File: src/rtl/mrsp_pkg.sv
// Shared types and constants of the MIDI running-status parser.
// No dependencies; the csr, parser, link and top-level files refer to it by scoped names.
`timescale 1ns / 1ps

package mrsp_pkg;

   // Byte classes of the MIDI stream.
   localparam logic [7:0] STATUS_BIT      = 8'h80;
   localparam logic [7:0] REALTIME_FIRST  = 8'hF8;
   localparam logic [7:0] SYSTEM_FIRST    = 8'hF0;
   localparam logic [7:0] CHANNEL_MASK    = 8'h0F;

   // Upper nibbles of channel status bytes.
   localparam logic [3:0] HI_NOTE_OFF     = 4'h8;
   localparam logic [3:0] HI_NOTE_ON      = 4'h9;
   localparam logic [3:0] HI_CONTROL      = 4'hB;
   localparam logic [3:0] HI_PROGRAM      = 4'hC;
   localparam logic [3:0] HI_PRESSURE     = 4'hD;

   // Message lengths, status byte included.
   localparam logic [1:0] LEN_NONE        = 2'd0;
   localparam logic [1:0] LEN_SHORT       = 2'd2;
   localparam logic [1:0] LEN_LONG        = 2'd3;

   // Byte positions inside a message.
   localparam logic [1:0] POS_NONE        = 2'd0;
   localparam logic [1:0] POS_STATUS      = 2'd1;
   localparam logic [1:0] POS_FIRST       = 2'd2;

   // Input word kinds.
   localparam logic       KIND_BYTE       = 1'b0;
   localparam logic       KIND_TICK       = 1'b1;

   // Configuration registers, selected by address bit 2.
   localparam int         CSR_ADDR_W      = 3;
   localparam logic       REG_TIMEOUT     = 1'b0;
   localparam logic       REG_LISTEN      = 1'b1;
   localparam logic [15:0] TIMEOUT_RESET  = 16'd5000;
   localparam logic [4:0] LISTEN_RESET    = 5'd1;
   localparam logic [15:0] IDLE_MAX       = 16'hFFFF;

   typedef enum logic [1:0] {
      MSG_NOTE_OFF = 2'd0,
      MSG_NOTE_ON  = 2'd1,
      MSG_CONTROL  = 2'd2,
      MSG_OTHER    = 2'd3
   } msg_type_type;

   // Configuration seen by the datapath.
   typedef struct packed {
      logic [15:0] timeout_ticks;
      logic [4:0]  listen_channel;
   } cfg_type;

   // What the parser tells the link timer about the current word.
   typedef struct packed {
      logic tick;
      logic done;
   } link_event_type;

   // One result word.
   typedef struct packed {
      logic         msg_valid;
      msg_type_type msg_type;
      logic [4:0]   channel_number;
      logic [6:0]   first_data;
      logic [6:0]   second_data;
      logic         to_listener;
      logic         link_up;
   } result_type;

endpackage

File: src/rtl/mrsp_if.sv
// Valid/ready channel interfaces for the request and result words.
// Depends on nothing; used by the top level and by whatever connects to it.
`timescale 1ns / 1ps

// Request channel: one MIDI byte or one millisecond tick per word.
interface mrsp_req_if;
   logic       valid;
   logic       ready;
   logic       kind;
   logic [7:0] data_byte;

   modport source (output valid, output kind, output data_byte, input ready);
   modport sink (input valid, input kind, input data_byte, output ready);
endinterface

// Result channel: one word per request word.
interface mrsp_rsp_if;
   logic       valid;
   logic       ready;
   logic       msg_valid;
   logic [1:0] msg_type;
   logic [4:0] channel_number;
   logic [6:0] first_data;
   logic [6:0] second_data;
   logic       to_listener;
   logic       link_up;

   modport source (output valid, output msg_valid, output msg_type, output channel_number,
                   output first_data, output second_data, output to_listener,
                   output link_up, input ready);
   modport sink (input valid, input msg_valid, input msg_type, input channel_number,
                 input first_data, input second_data, input to_listener,
                 input link_up, output ready);
endinterface

File: src/rtl/mrsp_csr.sv
// APB-style register file holding the link timeout and the listen channel.
// Depends on mrsp_pkg for the register indexes and reset values.
`timescale 1ns / 1ps

module mrsp_csr (
   input  logic                            clock,
   input  logic                            reset,
   input  logic                            psel,
   input  logic                            penable,
   input  logic                            pwrite,
   input  logic [mrsp_pkg::CSR_ADDR_W-1:0] paddr,
   input  logic [31:0]                     pwdata,
   output logic [31:0]                     prdata,
   output logic                            pready,
   output mrsp_pkg::cfg_type               cfg
);

   logic [15:0] timeout_ff, timeout_in;
   logic [4:0]  listen_ff, listen_in;
   logic        write_en;
   logic        reg_sel;

   // Registers are selected by the word address; the byte offset is not decoded.
   assign reg_sel  = paddr[2];
   assign write_en = psel && penable && pwrite;
   assign pready   = 1'b1;

   // Next values of the two registers.
   always_comb begin
      timeout_in = timeout_ff;
      listen_in  = listen_ff;
      if (write_en) begin
         case (reg_sel)
            mrsp_pkg::REG_TIMEOUT: timeout_in = pwdata[15:0];
            mrsp_pkg::REG_LISTEN:  listen_in  = pwdata[4:0];
            default:               timeout_in = timeout_ff;
         endcase
      end
   end

   always_ff @(posedge clock) begin
      if (reset) begin
         timeout_ff <= mrsp_pkg::TIMEOUT_RESET;
         listen_ff  <= mrsp_pkg::LISTEN_RESET;
      end else begin
         timeout_ff <= timeout_in;
         listen_ff  <= listen_in;
      end
   end

   // Read data is zero-extended.
   always_comb begin
      case (reg_sel)
         mrsp_pkg::REG_TIMEOUT: prdata = {16'd0, timeout_ff};
         mrsp_pkg::REG_LISTEN:  prdata = {27'd0, listen_ff};
         default:               prdata = 32'd0;
      endcase
   end

   assign cfg.timeout_ticks  = timeout_ff;
   assign cfg.listen_channel = listen_ff;

endmodule

File: src/rtl/mrsp_parse.sv
// Message assembly with running status, and decoding of completed messages.
// Depends on mrsp_pkg; the state advances only when the word moves to the result register.
`timescale 1ns / 1ps

module mrsp_parse (
   input  logic                     clock,
   input  logic                     reset,
   input  logic                     advance,
   input  logic                     kind,
   input  logic [7:0]               data_byte,
   input  logic [4:0]               listen_channel,
   output mrsp_pkg::link_event_type evt,
   output mrsp_pkg::result_type     result
);

   logic [7:0] status_ff, status_in;
   logic [6:0] held_ff, held_in;
   logic [1:0] pos_ff, pos_in;
   logic [1:0] len_ff, len_in;
   logic       done;
   logic [6:0] d1;
   logic [6:0] d2;
   logic [3:0] hi;
   logic [3:0] byte_hi;
   logic [4:0] chan;
   logic       chan_match;

   assign byte_hi = data_byte[7:4];

   // Assembly state: status bytes load running status, data bytes fill the message.
   always_comb begin
      status_in = status_ff;
      held_in   = held_ff;
      pos_in    = pos_ff;
      len_in    = len_ff;
      done      = 1'b0;
      d1        = 7'd0;
      d2        = 7'd0;
      if (kind == mrsp_pkg::KIND_BYTE) begin
         if ((data_byte & mrsp_pkg::STATUS_BIT) != 8'd0) begin
            if (data_byte >= mrsp_pkg::REALTIME_FIRST) begin
               // Real-time bytes pass through a message untouched.
               pos_in = pos_ff;
            end else if (data_byte >= mrsp_pkg::SYSTEM_FIRST) begin
               pos_in = mrsp_pkg::POS_NONE;
               len_in = mrsp_pkg::LEN_NONE;
            end else begin
               status_in = data_byte;
               pos_in    = mrsp_pkg::POS_STATUS;
               if (byte_hi == mrsp_pkg::HI_PROGRAM || byte_hi == mrsp_pkg::HI_PRESSURE) begin
                  len_in = mrsp_pkg::LEN_SHORT;
               end else begin
                  len_in = mrsp_pkg::LEN_LONG;
               end
            end
         end else if (len_ff != mrsp_pkg::LEN_NONE) begin
            if (pos_ff <= mrsp_pkg::POS_STATUS) begin
               held_in = data_byte[6:0];
               pos_in  = mrsp_pkg::POS_FIRST;
               if (len_ff <= mrsp_pkg::LEN_SHORT) begin
                  d1   = data_byte[6:0];
                  done = 1'b1;
               end
            end else begin
               d1   = held_ff;
               d2   = data_byte[6:0];
               done = 1'b1;
            end
            // Running status stays; the next data byte starts a new message.
            if (done) begin
               pos_in = mrsp_pkg::POS_STATUS;
            end
         end
      end
   end

   always_ff @(posedge clock) begin
      if (reset) begin
         status_ff <= 8'd0;
         held_ff   <= 7'd0;
         pos_ff    <= mrsp_pkg::POS_NONE;
         len_ff    <= mrsp_pkg::LEN_NONE;
      end else if (advance) begin
         status_ff <= status_in;
         held_ff   <= held_in;
         pos_ff    <= pos_in;
         len_ff    <= len_in;
      end
   end

   // Decode the completed message from the running status.
   assign hi         = status_ff[7:4];
   assign chan       = {1'b0, status_ff[3:0]} + 5'd1;
   assign chan_match = (chan == listen_channel);

   always_comb begin
      result = '0;
      if (done) begin
         result.msg_valid      = 1'b1;
         result.channel_number = chan;
         result.first_data     = d1;
         result.second_data    = d2;
         case (hi)
            mrsp_pkg::HI_NOTE_OFF: begin
               result.msg_type    = mrsp_pkg::MSG_NOTE_OFF;
               result.to_listener = chan_match;
            end
            mrsp_pkg::HI_NOTE_ON: begin
               // Note on at zero velocity means note off.
               result.msg_type    = (d2 == 7'd0) ? mrsp_pkg::MSG_NOTE_OFF
                                                 : mrsp_pkg::MSG_NOTE_ON;
               result.to_listener = chan_match;
            end
            mrsp_pkg::HI_CONTROL: begin
               result.msg_type    = mrsp_pkg::MSG_CONTROL;
               result.to_listener = 1'b1;
            end
            default: begin
               result.msg_type    = mrsp_pkg::MSG_OTHER;
               result.to_listener = 1'b0;
            end
         endcase
      end
   end

   assign evt.tick = (kind == mrsp_pkg::KIND_TICK);
   assign evt.done = done;

endmodule

File: src/rtl/mrsp_link.sv
// Link status: a saturating idle tick counter and the connected flag.
// Depends on mrsp_pkg; driven by the parser's per-word event.
`timescale 1ns / 1ps

module mrsp_link (
   input  logic                     clock,
   input  logic                     reset,
   input  logic                     advance,
   input  mrsp_pkg::link_event_type evt,
   input  logic [15:0]              timeout_ticks,
   output logic                     link_up
);

   logic [15:0] idle_ff, idle_in;
   logic        conn_ff, conn_in;

   // A message clears the counter and raises the link; a tick ages it and drops the link once it exceeds the timeout.
   always_comb begin
      idle_in = idle_ff;
      conn_in = conn_ff;
      if (evt.done) begin
         idle_in = 16'd0;
         conn_in = 1'b1;
      end else if (evt.tick) begin
         if (idle_ff != mrsp_pkg::IDLE_MAX) begin
            idle_in = idle_ff + 16'd1;
         end
         if (conn_ff && (idle_in > timeout_ticks)) begin
            conn_in = 1'b0;
         end
      end
   end

   always_ff @(posedge clock) begin
      if (reset) begin
         idle_ff <= 16'd0;
         conn_ff <= 1'b0;
      end else if (advance) begin
         idle_ff <= idle_in;
         conn_ff <= conn_in;
      end
   end

   // Status after the current word, for the result register.
   assign link_up = conn_in;

endmodule

File: src/rtl/midi_running_status_parser_top.sv
// MIDI running-status parser: input register, parser and link timer, result register.
// Depends on mrsp_pkg, mrsp_if, mrsp_csr, mrsp_parse and mrsp_link.
//
// Usage:
//   The req channel takes one word per cycle while it is not stalled: kind 0 carries
//   a received MIDI byte, kind 1 marks one millisecond tick. The rsp channel returns
//   exactly one word per request word, in order. msg_valid is set when the word
//   completed a note off, note on, control change or other channel message; link_up
//   always reports the connection status after the word.
//   A word accepted into the input register is parsed out of it and appears in the
//   result register when it advances. Throughput is one word per cycle while the
//   receiver takes results, set by the single parse step between the input register
//   and the result register.
//   When the receiver stalls, the result word holds and the input register keeps one
//   more word; req ready drops only while both are full.
//   Reset is synchronous: both registers empty, no message in progress, link down,
//   timeout 5000 ticks, listen channel 1.
//   The csr port is APB-style with registers timeout_ticks at 0x0 and listen_channel
//   at 0x4; write them only while no word is in flight.
`timescale 1ns / 1ps

module midi_running_status_parser_top (
   input  logic                            clock,
   input  logic                            reset,
   mrsp_req_if.sink                        req_ch,
   mrsp_rsp_if.source                      rsp_ch,
   input  logic                            psel,
   input  logic                            penable,
   input  logic                            pwrite,
   input  logic [mrsp_pkg::CSR_ADDR_W-1:0] paddr,
   input  logic [31:0]                     pwdata,
   output logic [31:0]                     prdata,
   output logic                            pready
);

   mrsp_pkg::cfg_type        cfg;
   mrsp_pkg::link_event_type evt;
   mrsp_pkg::result_type     parsed;
   mrsp_pkg::result_type     out_ff;
   mrsp_pkg::result_type     out_in;
   logic                     link_up_next;

   logic       in_valid_ff, in_valid_in;
   logic       in_kind_ff;
   logic [7:0] in_byte_ff;
   logic       out_valid_ff, out_valid_in;
   logic       advance;
   logic       req_fire;

   // The input word moves on whenever the result register is free or being drained.
   assign advance      = in_valid_ff && (!out_valid_ff || rsp_ch.ready);
   assign req_ch.ready = !in_valid_ff || advance;
   assign req_fire     = req_ch.valid && req_ch.ready;

   assign in_valid_in  = req_fire ? 1'b1 : (advance ? 1'b0 : in_valid_ff);
   assign out_valid_in = advance ? 1'b1 : (rsp_ch.ready ? 1'b0 : out_valid_ff);

   // Control state of both registers.
   always_ff @(posedge clock) begin
      if (reset) begin
         in_valid_ff  <= 1'b0;
         out_valid_ff <= 1'b0;
      end else begin
         in_valid_ff  <= in_valid_in;
         out_valid_ff <= out_valid_in;
      end
   end

   // Input payload register.
   always_ff @(posedge clock) begin
      if (req_fire) begin
         in_kind_ff <= req_ch.kind;
         in_byte_ff <= req_ch.data_byte;
      end
   end

   mrsp_csr u_csr (
      .clock   (clock),
      .reset   (reset),
      .psel    (psel),
      .penable (penable),
      .pwrite  (pwrite),
      .paddr   (paddr),
      .pwdata  (pwdata),
      .prdata  (prdata),
      .pready  (pready),
      .cfg     (cfg)
   );

   mrsp_parse u_parse (
      .clock          (clock),
      .reset          (reset),
      .advance        (advance),
      .kind           (in_kind_ff),
      .data_byte      (in_byte_ff),
      .listen_channel (cfg.listen_channel),
      .evt            (evt),
      .result         (parsed)
   );

   mrsp_link u_link (
      .clock         (clock),
      .reset         (reset),
      .advance       (advance),
      .evt           (evt),
      .timeout_ticks (cfg.timeout_ticks),
      .link_up       (link_up_next)
   );

   // Result word with the link status after this word.
   always_comb begin
      out_in         = parsed;
      out_in.link_up = link_up_next;
   end

   // Result payload register.
   always_ff @(posedge clock) begin
      if (advance) begin
         out_ff <= out_in;
      end
   end

   assign rsp_ch.valid          = out_valid_ff;
   assign rsp_ch.msg_valid      = out_ff.msg_valid;
   assign rsp_ch.msg_type       = out_ff.msg_type;
   assign rsp_ch.channel_number = out_ff.channel_number;
   assign rsp_ch.first_data     = out_ff.first_data;
   assign rsp_ch.second_data    = out_ff.second_data;
   assign rsp_ch.to_listener    = out_ff.to_listener;
   assign rsp_ch.link_up        = out_ff.link_up;

`ifndef SYNTHESIS
   // A completed message always leaves the link up.
   assert property (@(posedge clock) disable iff (reset)
      rsp_ch.valid && rsp_ch.msg_valid |-> rsp_ch.link_up)
      else $error("message reported with link down");

   // Without a message every message field is zero.
   assert property (@(posedge clock) disable iff (reset)
      rsp_ch.valid && !rsp_ch.msg_valid |->
         rsp_ch.msg_type == mrsp_pkg::MSG_NOTE_OFF && rsp_ch.channel_number == 5'd0 &&
         rsp_ch.first_data == 7'd0 && rsp_ch.second_data == 7'd0 && !rsp_ch.to_listener)
      else $error("stray message fields without a message");

   // Other channel messages never go to the listener; real messages carry a channel.
   assert property (@(posedge clock) disable iff (reset)
      rsp_ch.valid && rsp_ch.msg_valid && rsp_ch.msg_type == mrsp_pkg::MSG_OTHER |->
         !rsp_ch.to_listener && rsp_ch.channel_number != 5'd0)
      else $error("other message flagged for the listener");

   // Request ready only drops when the input register holds a stalled word.
   assert property (@(posedge clock) disable iff (reset)
      !req_ch.ready |-> in_valid_ff && out_valid_ff && !rsp_ch.ready)
      else $error("request stalled without a full pipeline");

   // A word advancing from the input register reaches the result register next.
   assert property (@(posedge clock) disable iff (reset)
      advance |=> rsp_ch.valid)
      else $error("parsed word lost before the result register");
`endif

endmodule
File: src/flat_wrapper.sv
// flat-port wrapper written by rule: the top's interface ports become plain ports
module midi_running_status_parser_top_flat 
  (clock, reset, psel, penable, pwrite, paddr, pwdata, prdata, pready, req_ch_valid, req_ch_kind, req_ch_data_byte, req_ch_ready, rsp_ch_valid, rsp_ch_msg_valid, rsp_ch_msg_type, rsp_ch_channel_number, rsp_ch_first_data, rsp_ch_second_data, rsp_ch_to_listener, rsp_ch_link_up, rsp_ch_ready);
  mrsp_req_if req_ch_i ();
  mrsp_rsp_if rsp_ch_i ();
  input  logic clock;
  input  logic reset;
  input  logic psel;
  input  logic penable;
  input  logic pwrite;
  input  logic [mrsp_pkg::CSR_ADDR_W-1:0] paddr;
  input  logic [31:0] pwdata;
  output logic [31:0] prdata;
  output logic pready;
  input wire logic [$bits(req_ch_i.valid)-1:0] req_ch_valid;
  input wire logic [$bits(req_ch_i.kind)-1:0] req_ch_kind;
  input wire logic [$bits(req_ch_i.data_byte)-1:0] req_ch_data_byte;
  output wire logic [$bits(req_ch_i.ready)-1:0] req_ch_ready;
  output wire logic [$bits(rsp_ch_i.valid)-1:0] rsp_ch_valid;
  output wire logic [$bits(rsp_ch_i.msg_valid)-1:0] rsp_ch_msg_valid;
  output wire logic [$bits(rsp_ch_i.msg_type)-1:0] rsp_ch_msg_type;
  output wire logic [$bits(rsp_ch_i.channel_number)-1:0] rsp_ch_channel_number;
  output wire logic [$bits(rsp_ch_i.first_data)-1:0] rsp_ch_first_data;
  output wire logic [$bits(rsp_ch_i.second_data)-1:0] rsp_ch_second_data;
  output wire logic [$bits(rsp_ch_i.to_listener)-1:0] rsp_ch_to_listener;
  output wire logic [$bits(rsp_ch_i.link_up)-1:0] rsp_ch_link_up;
  input wire logic [$bits(rsp_ch_i.ready)-1:0] rsp_ch_ready;
  assign req_ch_i.valid = req_ch_valid;
  assign req_ch_i.kind = req_ch_kind;
  assign req_ch_i.data_byte = req_ch_data_byte;
  assign req_ch_ready = req_ch_i.ready;
  assign rsp_ch_valid = rsp_ch_i.valid;
  assign rsp_ch_msg_valid = rsp_ch_i.msg_valid;
  assign rsp_ch_msg_type = rsp_ch_i.msg_type;
  assign rsp_ch_channel_number = rsp_ch_i.channel_number;
  assign rsp_ch_first_data = rsp_ch_i.first_data;
  assign rsp_ch_second_data = rsp_ch_i.second_data;
  assign rsp_ch_to_listener = rsp_ch_i.to_listener;
  assign rsp_ch_link_up = rsp_ch_i.link_up;
  assign rsp_ch_i.ready = rsp_ch_ready;
  midi_running_status_parser_top u_core (.clock(clock), .reset(reset), .req_ch(req_ch_i), .rsp_ch(rsp_ch_i), .psel(psel), .penable(penable), .pwrite(pwrite), .paddr(paddr), .pwdata(pwdata), .prdata(prdata), .pready(pready));
endmodule
File: config.mk
export PLATFORM = sky130hd
export DESIGN_NAME = midi_running_status_parser_top_flat
export DESIGN_NICKNAME = d
export VERILOG_FILES = /design/src/rtl/mrsp_pkg.sv /design/src/rtl/mrsp_if.sv /design/src/rtl/mrsp_csr.sv /design/src/rtl/mrsp_parse.sv /design/src/rtl/mrsp_link.sv /design/src/rtl/midi_running_status_parser_top.sv /design/src/flat_wrapper.sv
export SDC_FILE = /design/constraint.sdc
export NUM_CORES = 1
export LEC_CHECK = 0
export BUFFER_PORTS_ARGS = -buffer_cell sky130_fd_sc_hd__buf_2
export CORE_MARGIN = 2
export CORE_UTILIZATION = 45
export CTS_BUF_LIST = sky130_fd_sc_hd__clkbuf_16
export DETAILED_ROUTE_END_ITERATION = 10
export GPL_TIMING_DRIVEN = 0
export PLACE_DENSITY = 0.67
export SYNTH_ARGS = -nofsm -noshare
export SYNTH_HDL_FRONTEND = slang
export SYNTH_SLANG_ARGS = --single-unit
File: constraint.sdc
create_clock -name clock -period 6.5 [get_ports clock]
set_input_delay 1.3 -clock clock [delete_from_list [all_inputs] [get_ports clock]]
set_output_delay 1.3 -clock clock [all_outputs]
set_load 0.1 [all_outputs]
* Word-level counts from Yosys, hierarchy flattened *
Cells that the tools add are included.

word-level totals
  register bits = 92
  output and inout bits = 59
  word-level logic and storage cells = 109

operators by class
  $add $sub $neg = 2
  $lt $le $gt $ge = 5
  equal/unequal tests = 8
  mux-type cells = 42
  bitwise logic cells = 7
  reductions and logical operators = 26

operators with widths
  kind                                                              number
  16-bit 2-to-1 mux                                                 5
  32-bit case mux with 2 select lines                               1
  7-bit 2-to-1 mux                                                  9
  23-bit 2-to-1 mux                                                 1
  4-bit == test (second input constant)                             5
  1-bit 2-to-1 mux                                                  18
  16-bit by 1-bit adder with 16-bit output (second input constant)  1
  8-bit >= comparator (second input constant)                       2
  16-bit > comparator                                               1
  16-bit inequality test (second input constant)                    1
  5-bit AND reduction                                               3
  2-bit 2-to-1 mux                                                  6
  2-bit nonzero test                                                5
  7-bit logical NOT                                                 1
  1-bit inverter                                                    7
  2-bit case mux with 3 select lines                                1
  2-bit AND reduction                                               3
  4-bit by 1-bit adder with 5-bit output (second input constant)    1
  5-bit == test                                                     1
  1-bit logical AND                                                 5
  4-bit AND reduction                                               1
  4-bit OR reduction                                                1
  1-bit logical OR                                                  3
  3-bit nonzero test                                                1
  6 further kinds                                                   7

* Logic depth before layout (Yosys ltp) *
  depth after elaboration = 15
  gate-level depth with buffers = 13
  mapped depth without buffers = 12

* Cells and area by module *
From an unflattened synthesis, not the netlist that was laid out.

second synthesis, totals
  cells, all modules = 542
  area total of the unflattened synthesis = 5098.6 µm²

modules (own cells, without submodules)
  module                          instances  cells each  area each (µm²)  seq. area each (µm²)
  mrsp_link                       1          217         1617.8           340.3
  mrsp_csr                        1          127         1196.1           420.4
  mrsp_parse                      1          155         1189.9           360.3
  midi_running_status_parser_top  1          43          1094.8           1031.0

* Least setup slack after synthesis *
Ideal clock, no wire load.

  path type = in2out
  start = in paddr[2] (netlist bit)
  end = out prdata[1]
  data arrival time = 3.592 ns
  required time = 5.200 ns
  path slack = 1.608 ns
  stages on the path = 2
  path buffers = 1
  path through = clkbuf_1 o21ai_0

on the way
  cells in the longest elaborated chain, start to end = 2

RTL lines
  what                                   line                text
  from (decl)                            flat_wrapper.sv:11  input logic [mrsp_pkg::CSR_ADDR_W-1:0] paddr;
  1-bit inverter                         n/a
  32-bit case mux with 2 select lines *  mrsp_csr.sv:53      case (reg_sel)
  to (decl)                              flat_wrapper.sv:13  output logic [31:0] prdata;

Every way passes the cells marked *; elsewhere a longest branch is shown, timed or not. The select of a mux whose other input is x is not followed.

* Final worst setup path *
  start = in paddr[2] (netlist bit)
  end = out prdata[11]

Same word-level chain as after synthesis.

==> run_results.csv <==
group,metric,value,unit
hold_path,worstHoldPathType,"register to register",
sta,setup_repair_after_global_routing_missed_its_margin,"false",
clocking,cts_root_buffer,"clkbuf_16",
clocking,post_cts_resized,0,
synthesis,synth_top_area_frac,0.252,
floorplanning,die_h,105,um
worst_setup_path,required,5.20,ns
global_routing,number_of_antenna_violations_at_the_first_check_in_global_routing,0,
detailed_routing,routed_via_density,5.14,
worst_setup_path,timing.critical_path.cells,"buf_2 > clkbuf_1 > clkbuf_1 > nor2_1 > buf_2",
floorplanning,core-area,0.00986,mm^2
clocking,worst_setup_hold_path_clk_slew,0.06,ns
floorplanning,die_x,105,um
clocking,cts_max_path_buffers,2,
clocking,clock_latency,0.34,ns
job,max-cap-violations,0,
sta,finalCriticalPeriod,3.82,ns
synthesis,syn_area_per_cell,9.09,um^2
worst_setup_path,worst_path_max_delay_cell,"clkbuf_1",
sta,timing.slew.headroom,0.338,
global_routing,number_of_global_route_vias_before_repair,3673,
detailed_routing,final_antenna_net_count,0,
final_layout,area_growth_syn_to_layout,19.5,%
detailed_routing,routed_wl,10700,um
synthesis,synth_flop_cell,"dfxtp_1",
synthesis,synth-seq-cells,91,
worst_setup_path,timing.critical_path.arrival,2.52,ns
power,vdd.ir_drop.worst,0.000119,V
detailed_routing,first_iter_violations,225,
synthesis,ys_seq_area_frac,0.467,
floorplanning,effective_utilization_at_floorplan,0.467,
worst_setup_path,crit_path_end_kind,"primary output",
synthesis,post_synth_main_area_contributors,"dfxtp_1 25%, edfxtp_1 21%, nor2_1 5.3%, ha_1 4.9%, nand2_1 4.6%",
clocking,tritoncts.num_buffers,9,
sta,max_freq,262,MHz
sta,final.setup_skew,0.0118,ns
sta,tightest_slew,0.992,ns
detailed_routing,drc_errors_left,0,
power,leakage,2.32,nW
final_layout,fraction_of_layout_instances_using_a_drive_strength_above_1,0.196,
synthesis,warnings_from_yosys,0,
sta,finalHoldViolCount,0,
outcome,run_status,"finished, final reports clean",
detailed_routing,vias_after_detailed_routing,3824,
sta,timing.final.setup_violations,0,
floorplanning,row_count,36,
power,total_power,1.34,mW
global_routing,grt_start_max_net_pins,26,
final_layout,number_of_non_filler_instances_in_the_completed_layout,744,
final_layout,num_antenna_cells,0,
worst_setup_path,cp-start-kind,"input pin",
synthesis,synthCells,507,
worst_setup_path,critical-path-max-stage-delay,0.38,ns
synthesis,yosys.area.top_type,"dfxtp_1",
worst_setup_path,path_max_fanout,10,
sta,timing.setup.tns,0,ns
place,hpwlAfterDp,8020,um
power,p_per_area,243,mW/mm^2
synthesis,synth_area,0.00461,mm^2
place,dp_cells,728,
global_routing,grt_util_all_layers,0.197,
final_layout,fillCellCount,890,
sta,drv_slew,0,
floorplanning,die_area,0.0111,mm^2
place,port_buffers,73,
final_layout,final_util,0.558,
clocking,hold_buffers,0,
floorplanning,io_pins,110,
place,finalWeightedCongestion,0.903,
clocking,cts_setup_buffers,0,
detailed_routing,drt_pre_antenna_iters,5,
clocking,h-tree-depth,3,
synthesis,synth-edff-count,33,
synthesis,async_sr_flop_fraction,0,
global_routing,grt-ovfl-total,0,
clocking,tritoncts_num_sinks,91,
detailed_routing,routed_wire_length_per_instance,14.4,um
global_routing,grt_pass1_wl,17700,um
worst_setup_path,critPathKind,"input pin to primary output",
synthesis,synth_cell_type_count,57,
final_layout,nets,675,
sta,min_period_over_period,0.588,
clocking,cts_tree,"done",
## metal layers
layer / vias up / routed length, um / track usage
li1: 1949 / - / -
met4: 0 / 136 / 0.0667
met3: 15 / 695 / 0.0353
met5: - / 0 / 0
met2: 118 / 4940 / 0.314
met1: 1742 / 4910 / 0.271
## layout make-up
type / instances / area (um^2) / share of cell area
Buffer: 41 / 231 / 0.0420
Sequential cell: 91 / 2150 / 0.391
Tap cell: 133 / 166 / 0.0302
Multi-Input combinational cell: 366 / 2200 / 0.399
Clock inverter: 7 / 77.6 / 0.0141
Inverter: 24 / 90.1 / 0.0164
Timing Repair Buffer: 73 / 365 / 0.0663
Clock buffer: 9 / 225 / 0.0409
## per-stage QoR
step	setup slack (ns)	instance area, um^2	hold slack, ns
final	2.68	5510	0.460
after global routing	2.54	5510	0.487
after CTS	2.68	5500	0.463
after detailed placement	2.67	5200	0.454
after global placement	2.71	5200	0.444
after floorplan	1.61	4670	0.436
## cells by family after synthesis
family          synth area share
compound gates             0.119
other cells              0.00163
simple gates               0.215
mux                       0.0461
buf+inv                   0.0697
flops                      0.467
xor+xnor                  0.0323
fa+ha+maj                 0.0488
## cell usage in the layout (no fill, tap or decap), types with 3 or more instances in the layout
cell type	n
buf_2	77
nor2_1	65
dfxtp_1	58
nand2_1	56
a21oi_1	40
edfxtp_1	33
inv_1	25
mux2i_1	19
clkbuf_1	18
ha_1	18
buf_4	17
conb_1	17
nand3_1	15
o21ai_0	12
nand4_1	11
and2_1	11
xnor2_1	11
clkbuf_16	9
o211ai_1	8
nor3_1	6
a31oi_1	6
xor2_1	6
nand3b_1	5
or3_1	4
and3_1	4
a21boi_0	3
or4_1	3
and4_1	3
or2_2	3
o31ai_1	3
nor3b_1	3
## critical path, delay by kind of cell
family	cells	cell delay, ns
buf+inv	4	1.14
simple gates	1	0.08
## power by group
part / switching (mW) / total (mW) / internal, mW
registers: 0.0116 / 0.617 / 0.605
logic: 0.160 / 0.198 / 0.0379
clock network: 0.224 / 0.525 / 0.301
## final timing paths
path | endpoint | slack [ns] | startpoint | cells past startpoint
worst min register to register | u_core.u_csr.timeout_ff[1] | 0.46 | u_core.u_csr.timeout_ff[1] | 2
worst max-delay path | prdata[11] | 2.68 | paddr[2] | 5
worst max register to register | u_core.rsp_ch.link_up | 2.77 | u_core.u_link.idle_ff[0] | 12
worst min-delay path | u_core.u_csr.timeout_ff[1] | 0.46 | u_core.u_csr.timeout_ff[1] | 2
## flip-flops by register name, indices dropped and copies added, names as in the netlist, 2 cells and up
| name | count |
|---|---|
| u_core.u_csr.listen_ff | 5 |
| u_core.rsp_ch.second_data | 7 |
| u_core.rsp_ch.msg_type | 2 |
| u_core.u_link.idle_ff | 16 |
| u_core.u_csr.timeout_ff | 16 |
| u_core.rsp_ch.channel_number | 5 |
| u_core.u_parse.status_ff | 8 |
| u_core.in_byte_ff | 8 |
| u_core.u_parse.held_ff | 7 |
| u_core.rsp_ch.first_data | 7 |
| u_core.u_parse.len_ff | 2 |
## synthesized netlist by cell type (all sizes together) (8+ instances only)
library cell / number
edfxtp: 33
a21oi: 40
o211ai: 8
o21ai: 12
nand4: 12
clkbuf: 19
nor2: 65
nand3: 15
dfxtp: 58
inv: 24
ha: 18
xnor2: 11
mux2i: 19
nand2: 56
buf: 22
and2: 11
Power figures use the tool's default switching activity.
